===== config.mk =====
export PLATFORM = sky130hd
export DESIGN_NAME = motion_light_and_camera_controller_top_flat
export DESIGN_NICKNAME = d
export VERILOG_FILES = /design/src/design/mlcc_pkg.sv /design/src/design/mlcc_in_if.sv /design/src/design/mlcc_out_if.sv /design/src/design/motion_light_and_camera_controller_top.sv /design/src/design/mlcc_cfg.sv /design/src/design/mlcc_tick.sv /design/src/flat_wrapper.sv
export SDC_FILE = /design/constraint.sdc
export NUM_CORES = 1
export LEC_CHECK = 0
export ABC_AREA = 1
export BUFFER_PORTS_ARGS = -buffer_cell sky130_fd_sc_hd__buf_2
export CAP_MARGIN = 10
export CORE_MARGIN = 10
export CORE_UTILIZATION = 60
export CTS_CLUSTER_SIZE = 30
export DETAILED_ROUTE_END_ITERATION = 10
export PLACE_DENSITY = 0.8
export SETUP_SLACK_MARGIN = 0.05
export SLEW_MARGIN = 30
export SYNTH_ARGS = -nofsm -noshare
export SYNTH_HDL_FRONTEND = slang
export SYNTH_SLANG_ARGS = --single-unit

===== constraint.sdc =====
create_clock -name clk_i -period 8.8 [get_ports clk_i]
set_input_delay 0.44 -clock clk_i [delete_from_list [all_inputs] [get_ports clk_i]]
set_output_delay 0.44 -clock clk_i [all_outputs]
set_load 0.005 [all_outputs]

===== src/design/mlcc_pkg.sv =====
// ----------------------------------------------------------------------------
// mlcc_pkg
// Shared types, register map and reset values for the motion light and
// camera controller.
// ----------------------------------------------------------------------------
`default_nettype none

package mlcc_pkg;

  localparam int LevelW     = 16;
  localparam int CfgW       = 16;
  localparam int LightW     = 3;
  localparam int ApbDataW   = 32;
  localparam int ApbAddrW   = 5;
  localparam int CountWidth = 16;

  // light bit positions
  localparam int LightPorch    = 0;
  localparam int LightFoyer    = 1;
  localparam int LightSecurity = 2;

  typedef enum logic [2:0] {
    REG_MANUAL_ON     = 3'd0,
    REG_AUTO_ENABLE   = 3'd1,
    REG_DARK_THRESH   = 3'd2,
    REG_FOYER_HOLD    = 3'd3,
    REG_SECURITY_HOLD = 3'd4,
    REG_PULSE_LENGTH  = 3'd5,
    REG_COOLDOWN      = 3'd6
  } reg_idx_e;

  localparam logic [LightW-1:0] RstManualOn   = 3'd0;
  localparam logic [LightW-1:0] RstAutoEnable = 3'd7;
  localparam logic [CfgW-1:0]   RstDarkThresh = 16'd120;
  localparam logic [CfgW-1:0]   RstFoyerHold  = 16'd200;
  localparam logic [CfgW-1:0]   RstSecHold    = 16'd200;
  localparam logic [CfgW-1:0]   RstPulseLen   = 16'd3;
  localparam logic [CfgW-1:0]   RstCooldown   = 16'd30;

  typedef struct packed {
    logic [LightW-1:0] manual_on;
    logic [LightW-1:0] auto_enable;
    logic [CfgW-1:0]   dark_limit;
    logic [CfgW-1:0]   foyer_hold;
    logic [CfgW-1:0]   security_hold;
    logic [CfgW-1:0]   pulse_length;
    logic [CfgW-1:0]   trigger_cooldown;
  } cfg_t;

  typedef struct packed {
    logic [LevelW-1:0] ambient_level;
    logic              ambient_valid;
    logic              motion_outside;
    logic              motion_inside;
  } in_t;

  typedef struct packed {
    logic              porch_light;
    logic              foyer_light;
    logic              security_light;
    logic              camera_trigger;
    logic              is_dark;
    logic [LightW-1:0] light_change_mask;
  } res_t;

endpackage

`default_nettype wire


===== src/design/mlcc_in_if.sv =====
// ----------------------------------------------------------------------------
// mlcc_in_if
// Sensor word channel: valid/ready handshake with one tick's samples.
// ----------------------------------------------------------------------------
`default_nettype none

interface mlcc_in_if;
  import mlcc_pkg::*;

  logic              valid;
  logic              ready;
  logic [LevelW-1:0] ambient_level;
  logic              ambient_valid;
  logic              motion_outside;
  logic              motion_inside;

  modport source (
    output valid, ambient_level, ambient_valid, motion_outside, motion_inside,
    input  ready
  );

  modport sink (
    input  valid, ambient_level, ambient_valid, motion_outside, motion_inside,
    output ready
  );
endinterface

`default_nettype wire


===== src/design/mlcc_out_if.sv =====
// ----------------------------------------------------------------------------
// mlcc_out_if
// Result word channel: valid/ready handshake with light and camera drives.
// ----------------------------------------------------------------------------
`default_nettype none

interface mlcc_out_if;
  import mlcc_pkg::*;

  logic              valid;
  logic              ready;
  logic              porch_light;
  logic              foyer_light;
  logic              security_light;
  logic              camera_trigger;
  logic              is_dark;
  logic [LightW-1:0] light_change_mask;

  modport source (
    output valid, porch_light, foyer_light, security_light, camera_trigger,
           is_dark, light_change_mask,
    input  ready
  );

  modport sink (
    input  valid, porch_light, foyer_light, security_light, camera_trigger,
           is_dark, light_change_mask,
    output ready
  );
endinterface

`default_nettype wire


===== src/design/motion_light_and_camera_controller_top.sv =====
// ----------------------------------------------------------------------------
// motion_light_and_camera_controller_top
// Porch, foyer and security light control with a camera trigger pulse.
// ----------------------------------------------------------------------------
// Each sensor word on in_i is one control tick and yields exactly one result
// word on out_o. A word is captured in an input register, evaluated by the
// tick logic and written to a result register, and one word per cycle is
// taken sustained as long as out_o drains. Hold, pulse and cooldown timing
// is counted in accepted words by saturating COUNT_WIDTH-bit counters; the
// hold and cooldown counters start saturated, so after reset no light is
// held and no cooldown is pending. Settings must be written over APB only
// while no word is in flight; the block itself does not enforce this.
`default_nettype none

module motion_light_and_camera_controller_top #(
  parameter int COUNT_WIDTH = mlcc_pkg::CountWidth
) (
  input  wire logic                          clk_i,
  input  wire logic                          rst_ni,
  mlcc_in_if.sink                            in_i,
  mlcc_out_if.source                         out_o,
  input  wire logic                          psel,
  input  wire logic                          penable,
  input  wire logic                          pwrite,
  input  wire logic [mlcc_pkg::ApbAddrW-1:0] paddr,
  input  wire logic [mlcc_pkg::ApbDataW-1:0] pwdata,
  output logic      [mlcc_pkg::ApbDataW-1:0] prdata,
  output logic                               pready
);
  import mlcc_pkg::*;

  cfg_t cfg;
  in_t  item_q;
  res_t res, res_q;
  logic item_vld_q, res_vld_q;
  logic advance, in_fire;

  mlcc_cfg u_cfg (
    .clk_i   (clk_i),
    .rst_ni  (rst_ni),
    .psel    (psel),
    .penable (penable),
    .pwrite  (pwrite),
    .paddr   (paddr),
    .pwdata  (pwdata),
    .prdata  (prdata),
    .pready  (pready),
    .cfg_o   (cfg)
  );

  // word moves from input register to result register
  assign advance     = item_vld_q && (!res_vld_q || out_o.ready);
  assign in_i.ready  = !item_vld_q || advance;
  assign in_fire     = in_i.valid && in_i.ready;

  always_ff @(posedge clk_i or negedge rst_ni) begin
    if (!rst_ni) begin
      item_vld_q <= 1'b0;
      res_vld_q  <= 1'b0;
    end else begin
      if (in_i.ready) item_vld_q <= in_i.valid;
      if (advance) begin
        res_vld_q <= 1'b1;
      end else if (out_o.ready) begin
        res_vld_q <= 1'b0;
      end
    end
  end

  always_ff @(posedge clk_i) begin
    if (in_fire) begin
      item_q.ambient_level  <= in_i.ambient_level;
      item_q.ambient_valid  <= in_i.ambient_valid;
      item_q.motion_outside <= in_i.motion_outside;
      item_q.motion_inside  <= in_i.motion_inside;
    end
    if (advance) res_q <= res;
  end

  mlcc_tick #(
    .COUNT_WIDTH (COUNT_WIDTH)
  ) u_tick (
    .clk_i     (clk_i),
    .rst_ni    (rst_ni),
    .cfg_i     (cfg),
    .advance_i (advance),
    .item_i    (item_q),
    .res_o     (res)
  );

  assign out_o.valid             = res_vld_q;
  assign out_o.porch_light       = res_q.porch_light;
  assign out_o.foyer_light       = res_q.foyer_light;
  assign out_o.security_light    = res_q.security_light;
  assign out_o.camera_trigger    = res_q.camera_trigger;
  assign out_o.is_dark           = res_q.is_dark;
  assign out_o.light_change_mask = res_q.light_change_mask;

endmodule

`default_nettype wire


===== src/design/mlcc_cfg.sv =====
// ----------------------------------------------------------------------------
// mlcc_cfg
// APB register file holding the controller settings.
// ----------------------------------------------------------------------------
`default_nettype none

module mlcc_cfg (
  input  wire logic                            clk_i,
  input  wire logic                            rst_ni,
  input  wire logic                            psel,
  input  wire logic                            penable,
  input  wire logic                            pwrite,
  input  wire logic [mlcc_pkg::ApbAddrW-1:0]   paddr,
  input  wire logic [mlcc_pkg::ApbDataW-1:0]   pwdata,
  output logic      [mlcc_pkg::ApbDataW-1:0]   prdata,
  output logic                                 pready,
  output mlcc_pkg::cfg_t                       cfg_o
);
  import mlcc_pkg::*;

  cfg_t     cfg_q, cfg_d;
  reg_idx_e idx;
  logic     wr_en;

  assign pready = 1'b1;
  assign idx    = reg_idx_e'(paddr[ApbAddrW-1:2]);
  assign wr_en  = psel && penable && pwrite && pready;

  always_comb begin
    cfg_d = cfg_q;
    if (wr_en) begin
      unique case (idx)
        REG_MANUAL_ON:     cfg_d.manual_on        = pwdata[LightW-1:0];
        REG_AUTO_ENABLE:   cfg_d.auto_enable      = pwdata[LightW-1:0];
        REG_DARK_THRESH:   cfg_d.dark_limit       = pwdata[CfgW-1:0];
        REG_FOYER_HOLD:    cfg_d.foyer_hold       = pwdata[CfgW-1:0];
        REG_SECURITY_HOLD: cfg_d.security_hold    = pwdata[CfgW-1:0];
        REG_PULSE_LENGTH:  cfg_d.pulse_length     = pwdata[CfgW-1:0];
        REG_COOLDOWN:      cfg_d.trigger_cooldown = pwdata[CfgW-1:0];
        default:           cfg_d = cfg_q;
      endcase
    end
  end

  always_comb begin
    unique case (idx)
      REG_MANUAL_ON:     prdata = ApbDataW'(cfg_q.manual_on);
      REG_AUTO_ENABLE:   prdata = ApbDataW'(cfg_q.auto_enable);
      REG_DARK_THRESH:   prdata = ApbDataW'(cfg_q.dark_limit);
      REG_FOYER_HOLD:    prdata = ApbDataW'(cfg_q.foyer_hold);
      REG_SECURITY_HOLD: prdata = ApbDataW'(cfg_q.security_hold);
      REG_PULSE_LENGTH:  prdata = ApbDataW'(cfg_q.pulse_length);
      REG_COOLDOWN:      prdata = ApbDataW'(cfg_q.trigger_cooldown);
      default:           prdata = '0;
    endcase
  end

  always_ff @(posedge clk_i or negedge rst_ni) begin
    if (!rst_ni) begin
      cfg_q.manual_on        <= RstManualOn;
      cfg_q.auto_enable      <= RstAutoEnable;
      cfg_q.dark_limit       <= RstDarkThresh;
      cfg_q.foyer_hold       <= RstFoyerHold;
      cfg_q.security_hold    <= RstSecHold;
      cfg_q.pulse_length     <= RstPulseLen;
      cfg_q.trigger_cooldown <= RstCooldown;
    end else begin
      cfg_q <= cfg_d;
    end
  end

  assign cfg_o = cfg_q;

endmodule

`default_nettype wire


===== src/design/mlcc_tick.sv =====
// ----------------------------------------------------------------------------
// mlcc_tick
// Per-tick decision logic and the saturating tick counters behind it.
// ----------------------------------------------------------------------------
`default_nettype none

module mlcc_tick #(
  parameter int COUNT_WIDTH = mlcc_pkg::CountWidth
) (
  input  wire logic           clk_i,
  input  wire logic           rst_ni,
  input  wire mlcc_pkg::cfg_t cfg_i,
  input  wire logic           advance_i,
  input  wire mlcc_pkg::in_t  item_i,
  output mlcc_pkg::res_t      res_o
);
  import mlcc_pkg::*;

  localparam int CmpW = (COUNT_WIDTH > CfgW) ? COUNT_WIDTH : CfgW;
  localparam logic [COUNT_WIDTH-1:0] CntMax = '1;

  typedef logic [COUNT_WIDTH-1:0] cnt_t;

  function automatic cnt_t sat_inc(input cnt_t c);
    return (c == CntMax) ? CntMax : cnt_t'(c + 1'b1);
  endfunction

  // saturated age always counts as long past any limit
  function automatic logic reached(input cnt_t age, input logic [CfgW-1:0] limit);
    return (age == CntMax) || (CmpW'(age) >= CmpW'(limit));
  endfunction

  function automatic logic held(input cnt_t age, input logic [CfgW-1:0] limit);
    return (age != CntMax) && (CmpW'(age) < CmpW'(limit));
  endfunction

  logic              prior_mo_q;
  cnt_t              out_idle_q, out_idle_d;
  cnt_t              in_idle_q, in_idle_d;
  logic              pulse_on_q, pulse_on_d;
  cnt_t              pulse_cnt_q, pulse_cnt_d;
  cnt_t              gap_q, gap_d;
  logic [LightW-1:0] last_lights_q, lights;
  logic              first_done_q;

  logic auto_porch, auto_foyer, sec_auto, dark, start;
  cnt_t gap_inc, pulse_inc;

  assign auto_porch = cfg_i.auto_enable[LightPorch];
  assign auto_foyer = cfg_i.auto_enable[LightFoyer];
  assign sec_auto   = cfg_i.auto_enable[LightSecurity];

  assign dark = item_i.ambient_valid && (item_i.ambient_level <= cfg_i.dark_limit);

  always_comb begin
    out_idle_d = (sec_auto && item_i.motion_outside) ? '0 : sat_inc(out_idle_q);
    in_idle_d  = (auto_foyer && item_i.motion_inside) ? '0 : sat_inc(in_idle_q);
    gap_inc    = sat_inc(gap_q);
    pulse_inc  = pulse_on_q ? sat_inc(pulse_cnt_q) : pulse_cnt_q;

    // rising edge of outside motion, no pulse running, cooldown met
    start = sec_auto && item_i.motion_outside && !prior_mo_q && !pulse_on_q &&
            reached(gap_inc, cfg_i.trigger_cooldown);

    pulse_cnt_d = start ? '0 : pulse_inc;
    gap_d       = start ? '0 : gap_inc;
    pulse_on_d  = (pulse_on_q || start) && !reached(pulse_cnt_d, cfg_i.pulse_length) &&
                  sec_auto;

    lights[LightPorch]    = cfg_i.manual_on[LightPorch] || (auto_porch && dark);
    lights[LightFoyer]    = cfg_i.manual_on[LightFoyer] ||
                            (auto_foyer && held(in_idle_d, cfg_i.foyer_hold));
    lights[LightSecurity] = cfg_i.manual_on[LightSecurity] ||
                            (sec_auto && held(out_idle_d, cfg_i.security_hold));
  end

  always_comb begin
    res_o.porch_light       = lights[LightPorch];
    res_o.foyer_light       = lights[LightFoyer];
    res_o.security_light    = lights[LightSecurity];
    res_o.camera_trigger    = pulse_on_d;
    res_o.is_dark           = dark;
    res_o.light_change_mask = first_done_q ? (lights ^ last_lights_q) : '1;
  end

  always_ff @(posedge clk_i or negedge rst_ni) begin
    if (!rst_ni) begin
      prior_mo_q    <= 1'b0;
      out_idle_q    <= CntMax;
      in_idle_q     <= CntMax;
      pulse_on_q    <= 1'b0;
      pulse_cnt_q   <= '0;
      gap_q         <= CntMax;
      last_lights_q <= '0;
      first_done_q  <= 1'b0;
    end else if (advance_i) begin
      prior_mo_q    <= item_i.motion_outside;
      out_idle_q    <= out_idle_d;
      in_idle_q     <= in_idle_d;
      pulse_on_q    <= pulse_on_d;
      pulse_cnt_q   <= pulse_cnt_d;
      gap_q         <= gap_d;
      last_lights_q <= lights;
      first_done_q  <= 1'b1;
    end
  end

endmodule

`default_nettype wire


===== src/flat_wrapper.sv =====
// flat-port wrapper written by rule: the top's interface ports become plain ports
module motion_light_and_camera_controller_top_flat import mlcc_pkg::*;
#(
  parameter int COUNT_WIDTH = mlcc_pkg::CountWidth
)
  (clk_i, rst_ni, psel, penable, pwrite, paddr, pwdata, prdata, pready, in_i_valid, in_i_ambient_level, in_i_ambient_valid, in_i_motion_outside, in_i_motion_inside, in_i_ready, out_o_valid, out_o_porch_light, out_o_foyer_light, out_o_security_light, out_o_camera_trigger, out_o_is_dark, out_o_light_change_mask, out_o_ready);
  mlcc_in_if in_i_i ();
  mlcc_out_if out_o_i ();
  input  wire logic clk_i;
  input  wire logic rst_ni;
  input  wire logic psel;
  input  wire logic penable;
  input  wire logic pwrite;
  input  wire logic [mlcc_pkg::ApbAddrW-1:0] paddr;
  input  wire logic [mlcc_pkg::ApbDataW-1:0] pwdata;
  output logic      [mlcc_pkg::ApbDataW-1:0] prdata;
  output logic pready;
  input wire logic [$bits(in_i_i.valid)-1:0] in_i_valid;
  input wire logic [$bits(in_i_i.ambient_level)-1:0] in_i_ambient_level;
  input wire logic [$bits(in_i_i.ambient_valid)-1:0] in_i_ambient_valid;
  input wire logic [$bits(in_i_i.motion_outside)-1:0] in_i_motion_outside;
  input wire logic [$bits(in_i_i.motion_inside)-1:0] in_i_motion_inside;
  output wire logic [$bits(in_i_i.ready)-1:0] in_i_ready;
  output wire logic [$bits(out_o_i.valid)-1:0] out_o_valid;
  output wire logic [$bits(out_o_i.porch_light)-1:0] out_o_porch_light;
  output wire logic [$bits(out_o_i.foyer_light)-1:0] out_o_foyer_light;
  output wire logic [$bits(out_o_i.security_light)-1:0] out_o_security_light;
  output wire logic [$bits(out_o_i.camera_trigger)-1:0] out_o_camera_trigger;
  output wire logic [$bits(out_o_i.is_dark)-1:0] out_o_is_dark;
  output wire logic [$bits(out_o_i.light_change_mask)-1:0] out_o_light_change_mask;
  input wire logic [$bits(out_o_i.ready)-1:0] out_o_ready;
  assign in_i_i.valid = in_i_valid;
  assign in_i_i.ambient_level = in_i_ambient_level;
  assign in_i_i.ambient_valid = in_i_ambient_valid;
  assign in_i_i.motion_outside = in_i_motion_outside;
  assign in_i_i.motion_inside = in_i_motion_inside;
  assign in_i_ready = in_i_i.ready;
  assign out_o_valid = out_o_i.valid;
  assign out_o_porch_light = out_o_i.porch_light;
  assign out_o_foyer_light = out_o_i.foyer_light;
  assign out_o_security_light = out_o_i.security_light;
  assign out_o_camera_trigger = out_o_i.camera_trigger;
  assign out_o_is_dark = out_o_i.is_dark;
  assign out_o_light_change_mask = out_o_i.light_change_mask;
  assign out_o_i.ready = out_o_ready;
  motion_light_and_camera_controller_top #(.COUNT_WIDTH(COUNT_WIDTH)) u_core (.clk_i(clk_i), .rst_ni(rst_ni), .in_i(in_i_i), .out_o(out_o_i), .psel(psel), .penable(penable), .pwrite(pwrite), .paddr(paddr), .pwdata(pwdata), .prdata(prdata), .pready(pready));
endmodule

==> out/metrics.cfg, run 1 <==
[global_routing]
grt_use_total=0.252
grt_max_degree=88
antenna_found_initial=1
grt_pass1_vias=10200
overflow=0
grt_pass1_wl_mm=52.7

[cells_and_area]
fin_area_sq_um=12900
layout_common_cells=417 x nand2_1, 237 x inv_1, 176 x o21ai_0
post-route-util=0.662
area_growth_pct=8.74
multi_input_area_sq_um=5830
fillers=1624
fin_cells=1892
nNetsFinal=1758
final_common_cell=nand2_1
drive_gt1_frac=0.139
regArea_sq_um=4850

[logic_synthesis]
yosysWarnings=0
async_flop_share=0.854
synth_cells=1567
yosysUniqueCellTypes=47
synth_edf_count=27
syn_area_sq_um=11900
syn-mean-instance-area_sq_um=7.56
synth_seq_cells=185
ys_top_cells_by_area=dfrtp_1 19%, dfstp_2 15%, nand2_1 13%
synth_top_area_frac=0.192
seq_area_frac_synth=0.409
synth_flop_cell=dfrtp_1
yosysTopAreaCell=dfrtp_1

[drt]
firstDrtPassIters=5
dr_total_vias=10800
wl_per_cell_microns=17.4
wirelength_mm=32.9
drt-initial-drc-count=1011
drc_errors=0
via_per_inst=5.73
antenna_left=0

[critical_path]
reg2regPathDepth=33
cp.depth=33
rr_startpoint=u_core.u_tick.gap_q[0]
cp_slowest_stage_delay_ns=0.58
r2r_setup_slack_ns=3.98
r2r-end=u_core.out_o.camera_trigger
critical_path.top_delay_family=simple AND/OR/NAND/NOR gates
crit_buf_inv=1
crit_fanout=21
cp-endpoint=u_core.out_o.camera_trigger
end_kind=flop
crit_top_cell=nand2_1
crit_arrival_ns=5.02
critPathLaunch=u_core.u_tick.gap_q[0]
slowest_stage=dfstp_2
path_class=reg -> reg
critical_path_required_ns=9.00
worstSetupStartpointType=flop

[die]
fp.dieW_microns=161
initial_utilization=0.609
core_sq_um=19500
die_y_microns=161
io_pins=106
die_area_sq_um=25800
fp-row-count=51

[sta]
timing.setup.tns_ns=0
skew_ns=0.0111
finalCritPeriodShare=0.547
fin_ws_ns=3.98
finalHoldViolCount=0
grt_setup_unrepaired=false
drv_slew=0
final-setup-viol-count=0
relSlewSlack=0.359
tightest_slew_ns=0.959
post-route-min-period_ns=4.82
fmax_mhz=208

[clocking]
root_buffer=clkbuf_16
clock_latency_ns=0.45
cts.htree.levels=4
path_clk_slew_ns=0.08
cts_tree=yes
cts.sinks=185
numCtsBuffers=17
ctsResizeCount=0
post_cts_buffers=0
ctsHoldBuffers=0
clockBufferDepth=2

[power_and_ir_drop]
ir_drop_mv=0.161
p_leak_nw=6.11
p_per_area_nw_per_um2=247

[placed_design]
dp_hpwl_mm=24.5
numPortBuffers=70
post-place-ws_ns=4.13
dp.cells=1859
gp_congestion=0.924
dpl-instance-area_sq_um=12300

[hold_path]
hp-class=in -> async

[run]
drv_cap=0

[status]
status=complete, no violations

## flip-flops by register name (all words and copies together), names as in the netlist
signal,flops
u_core.u_cfg.cfg_o,86
u_core.item_q,19
u_core.u_tick.gap_q,16
u_core.u_tick.in_idle_q,16
u_core.u_tick.out_idle_q,16
u_core.u_tick.pulse_cnt_q,16
u_core.out_o.light_change_mask,3
u_core.u_tick.last_lights_q,3
u_core.item_vld_q,1
u_core.out_o.camera_trigger,1
u_core.out_o.foyer_light,1
u_core.out_o.is_dark,1
u_core.out_o.porch_light,1
u_core.out_o.security_light,1
u_core.out_o.valid,1
u_core.u_tick.first_done_q,1
u_core.u_tick.prior_mo_q,1
u_core.u_tick.pulse_on_q,1
## final cells by class
cell class                 count  share of cell area
antenna                        1            0.000194
clock buffer                  18              0.0333
clock inverter                14              0.0102
inverter                     244              0.0713
multi-input combinational   1090               0.452
sequential                   185               0.376
tap                          265              0.0257
timing repair buffer          75              0.0309
## how the worst min path moves through the flow
stage          cells past startpoint                  endpoint              startpoint
2_1_floorplan                      0         u_core.item_vld_q                  rst_ni
3_3_place_gp                       2  u_core.u_tick.prior_mo_q        u_core.item_q[1]
3_5_place_dp                       2    u_core.u_cfg.cfg_o[66]  u_core.u_cfg.cfg_o[66]
4_1_cts                            1    u_core.u_cfg.cfg_o[24]                  rst_ni
5_1_grt                            1    u_core.u_cfg.cfg_o[27]                  rst_ni
6_report                           1    u_core.u_cfg.cfg_o[24]                  rst_ni
## through the flow
step | power, mW | hold WS [ns]
CTS | 3.17 | 0.0918
detailed placement | 2.41 | 0.475
finish | 3.19 | 0.0429
floorplan | 2.07 | 0.144
global placement | 2.35 | 0.456
global route | 3.42 | 0.103
## cells in the mapped netlist, drive strengths merged (3+ instances only)
| cell type | instances |
|---|---|
| dfstp | 67 |
| nand3b | 3 |
| o211ai | 4 |
| ha | 82 |
| o21ai | 180 |
| nand4 | 29 |
| nand3 | 97 |
| a31oi | 5 |
| or2 | 3 |
| nand2 | 427 |
| clkbuf | 35 |
| dfrtp | 91 |
| inv | 243 |
| buf | 28 |
| edfxtp | 27 |
| a211oi | 9 |
| nor2 | 110 |
| a21oi | 49 |
| nor3 | 16 |
| xor2 | 15 |
| o22ai | 19 |
| a221oi | 13 |
## power by group
part	switching, mW	internal, mW
sequential	0.175	1.15
clock	0.367	0.374
combinational	0.733	0.391
## layer usage
metal  GRT usage  up-vias  part of all wire  routed length (microns)
li1            -     5177                 -                        -
met1       0.331     5096              0.42                    13800
met2       0.405      512              0.47                    15300
met3      0.0537       49             0.093                     3060
met4      0.0810        0             0.022                      720
met5           0        -                 0                        0
## cell families after synthesis
logic type / count (synthesis) / synth area share
compound gates: 285 / 0.134
xor+xnor: 16 / 0.0118
mux: 1 / 0.000950
flops: 185 / 0.409
simple gates: 689 / 0.250
other cells: 2 / 0.000634
buf+inv: 307 / 0.107
fa+ha+maj: 82 / 0.0866
Note: power is estimated with default switching activity, not from simulation.
==> run 2, diff against run 1 <==
ABC_AREA = 0   (was 1)
CORE_UTILIZATION = 55   (was 60)
PLACE_DENSITY = 0.77   (was 0.8)
clock period = 4.3 ns   (was 8.8 ns; I/O delays follow)
==> run 2 against run 1 <==
Against the previous run:
- clock skew rose by 0.0066 ns
- synthesized area rose by 0.44%
- worst setup slack got worse by 4.3 ns
- critical endpoint unchanged
- die area rose by 8.4%
- via count is 5.3% lower
- highest routed layer unchanged
- critical path type unchanged
- the run now ends with negative setup slack left
- register-to-register slack got worse by 4.3 ns
- critical path depth down 9
- non-clock buffer count increased by 87
- hold slack improved by 0.039 ns
==> out/metrics.cfg, run 2 <==
[logic_synthesis]
async_flop_share=0.854  ; unchanged
synthAdderAreaFrac=0.0862  ; -0.000382
synth_commonest_cells=207 x nand2_1, 129 x o21ai_0, 95 x inv_1
synth_flop_cell=dfrtp_1
yosysUniqueCellTypes=81  ; +72%
synth-simple-area-share=0.182  ; -0.0685
ys_top_cells_by_area=dfrtp_1 19%, dfstp_2 15%, ha_1 8.6%
synth_edf_count=27  ; unchanged
synth_xor_area_frac=0.0257  ; +0.0139
synth_cells=1319  ; -16%
muxShareOfSynthArea=0.0536  ; +0.0526
syn-mean-instance-area_sq_um=9.03  ; +19%
yosysTopAreaCell=dfrtp_1
yosysWarnings=0  ; unchanged
synth_compound_area_frac=0.176  ; +0.0419
synth_top_family_by_area=simple AND/OR/NAND/NOR gates
seq_area_frac_synth=0.407  ; -0.00181
synth_seq_cells=185  ; unchanged
yosysMostFrequentCell=nand2_1
synth_top_area_frac=0.191  ; -0.000848
syn_area_sq_um=11900  ; +0.44%

[cells_and_area]
nNetsFinal=1572  ; -11%
fin_area_sq_um=13700  ; +6.2%
fillers=1657  ; +2.0%
area_growth_pct=14.9
drive_gt1_frac=0.226  ; +0.0874
layout_common_cells=206 x nand2_1, 125 x o21ai_0, 95 x inv_1
final_common_cell=nand2_1
largest_register_ffs=86  ; unchanged
diodes=0  ; -1

[power_and_ir_drop]
p_leak_nw=6.17  ; +1.0%
swShare=0.351  ; -0.0488
p_per_area_nw_per_um2=406  ; +64%
ir_drop_mv=0.325  ; +100%
p_seq_frac=0.437  ; +0.022
p_int_mw=3.60  ; +89%
p_clk_frac=0.286  ; +0.053
total_power_mw=5.56  ; +74%
pwr-share-comb=0.277  ; -0.076
p_sw_mw=1.95  ; +53%

[clocking]
clock_latency_ns=0.45  ; about the same
root_buffer=clkbuf_16
numCtsBuffers=17  ; unchanged
clockBufferDepth=2  ; unchanged
cts.htree.levels=4  ; unchanged
cts_tree=yes
path_clk_slew_ns=0.08  ; about the same
cts.sinks=185  ; unchanged

[sta]
relSlewSlack=0.330  ; -0.0294
post-route-min-period_ns=4.61  ; -0.210 ns
finalHoldViolCount=0  ; unchanged
hold_slack_ns=0.0822  ; +0.0393 ns
finalCritPeriodShare=1.07  ; +0.524
final-setup-viol-count=2  ; +2
tightest_slew_ns=1.00  ; +0.0430 ns
drv_slew=0  ; unchanged
grt_setup_unrepaired=true
fin_ws_ns=-0.306  ; -4.29 ns
skew_ns=0.0177  ; +0.00657 ns
fmax_mhz=217  ; +4.6%

[critical_path]
critPathLaunch=u_core.u_tick.gap_q[0]
r2r-end=u_core.out_o.camera_trigger
crit_fanout=3  ; -86%
r2r_setup_slack_ns=-0.31  ; -4.29 ns
cp_slowest_stage_delay_ns=0.56  ; -0.02 ns
slowest_stage=dfstp_2
end_kind=flop
crit_arrival_ns=4.92  ; -0.10 ns
worstSetupStartpointType=flop
crit_chain=buf_4, and4_4, nand2_4, or3_4, mux2i_2, inv_1, ha_1, nand4_1, nor2_1, a211oi_2, o41a_1, o21ai_2, a22oi_4, nor3b_2, a21oi_1, ha_1, nand2b_1, a211oi_1, o21ai_1, a21o_1, a21oi_1, o21ai_1, a21oi_2, and2_1
path_class=reg -> reg
rr_startpoint=u_core.u_tick.gap_q[0]
critical_path_required_ns=4.61  ; -4.39 ns
cp-endpoint=u_core.out_o.camera_trigger
reg2regPathDepth=24  ; -27%

[global_routing]
grt_use_total=0.232  ; -0.0193
grt_max_degree=113  ; +28%
grt_pass1_wl_mm=53.1  ; +0.76%
antenna_found_initial=0  ; -1
grt_pass1_vias=9919  ; -2.4%
overflow=0  ; unchanged

[placed_design]
dp_hpwl_mm=24.0  ; -1.7%
dpl-instance-area_sq_um=12800  ; +3.9%
gp_congestion=0.911  ; -1.5%
numPortBuffers=70  ; unchanged
post-place-ws_ns=-0.391  ; -4.52 ns

[die]
core_sq_um=21200  ; +8.7%
fp-row-count=53  ; +3.9%
die_y_microns=167  ; +4.1%
die_area_sq_um=27900  ; +8.4%
fp.dieW_microns=167  ; +4.1%
initial_utilization=0.563  ; -0.0462
io_pins=106  ; unchanged

[run]
drv_cap=0  ; unchanged

[drt]
antenna_left=0  ; unchanged
wl_per_cell_microns=19.4  ; +11%
wirelength_mm=33.2  ; +1.0%
dr_total_vias=10300  ; -5.3%
drt-initial-drc-count=794  ; -21%
drc_errors=0  ; unchanged
firstDrtPassIters=6  ; +1
via_per_inst=5.98  ; +4.5%

[status]
status=finished, violations left
violations=negative setup slack

[hold_path]
hp-class=in -> reg

[run 2: critical path, delay by kind of cell (launching register included)]
family                   cells  cell delay [ns]
AO/OA/AOI/OAI               11             1.61
AND/OR/NAND/NOR              8             1.32
adder cells (fa/ha/maj)      2             0.57
flip-flops                   1             0.56
multiplexers                 1             0.23
buffers and inverters        2             0.19
[run 2: final cells by class]
type	count	area (sq um)	share of cell area
multi-input combinational	965	6400	0.468
sequential	185	4850	0.354
timing repair buffer	162	1130	0.0824
clock buffer	17	425	0.0311
inverter	96	360	0.0263
tap	275	344	0.0251
clock inverter	15	175	0.0128
[run 2: logic make-up (layout without fill, tap and decap cells)]
| family | Yosys count | in the layout |
|---|---|---|
| simple gates | 443 | 443 |
| buf+inv | 184 | 290 |
| other cells | 2 | 17 |
| compound gates | 331 | 331 |
| fa+ha+maj | 82 | 82 |
| xor+xnor | 35 | 35 |
| flops | 185 | 185 |
| mux | 57 | 57 |
[run 2: worst min-delay path by stage]
stage	startpoint	end	slack, ns	cells after the start
finish	pwdata[15]	u_core.u_cfg.cfg_o[31]	0.08	3
global route	pwdata[15]	u_core.u_cfg.cfg_o[31]	0.09	3
CTS	pwdata[15]	u_core.u_cfg.cfg_o[31]	0.07	3
detailed placement	rst_ni	u_core.u_cfg.cfg_o[78]	0.36	1
global placement	in_i_motion_inside	u_core.item_q[0]	0.39	1
floorplan	rst_ni	u_core.item_vld_q	-0.08	0
[run 2: power by group through the flow]
stage	clock, mW	combinational [mW]	sequential, mW
floorplan	0	1.03	2.33
global placement	0	1.43	2.43
detailed placement	0	1.49	2.44
CTS	1.60	1.53	2.41
global route	1.68	1.72	2.46
finish	1.59	1.54	2.43
[run 2: timing repair]
action / 4_1_cts / 5_1_grt
endpoints found under the hold margin: 82 / 0
setup endpoints to repair: 2 / 3
buffers inserted: 2 / 1
hold buffers: 21 / 0
pin swaps: 11 / 2
gates resized for setup: 6 / 5
[run 2: layer usage]
layer / track usage / share of wire
met2: 0.371 / 0.47
met4: 0.0997 / 0.036
met5: 0 / 0
met3: 0.0461 / 0.070
met1: 0.300 / 0.43
[run 2: stage by stage]
stage               utilization  setup TNS (ns)  std cells
global route              0.647           -1.02       1715
global placement          0.605          -0.587       1659
finish                    0.647          -0.551       1715
detailed placement        0.605          -0.728       1659
floorplan                     -          -0.270       1334
CTS                       0.645          -0.538       1714
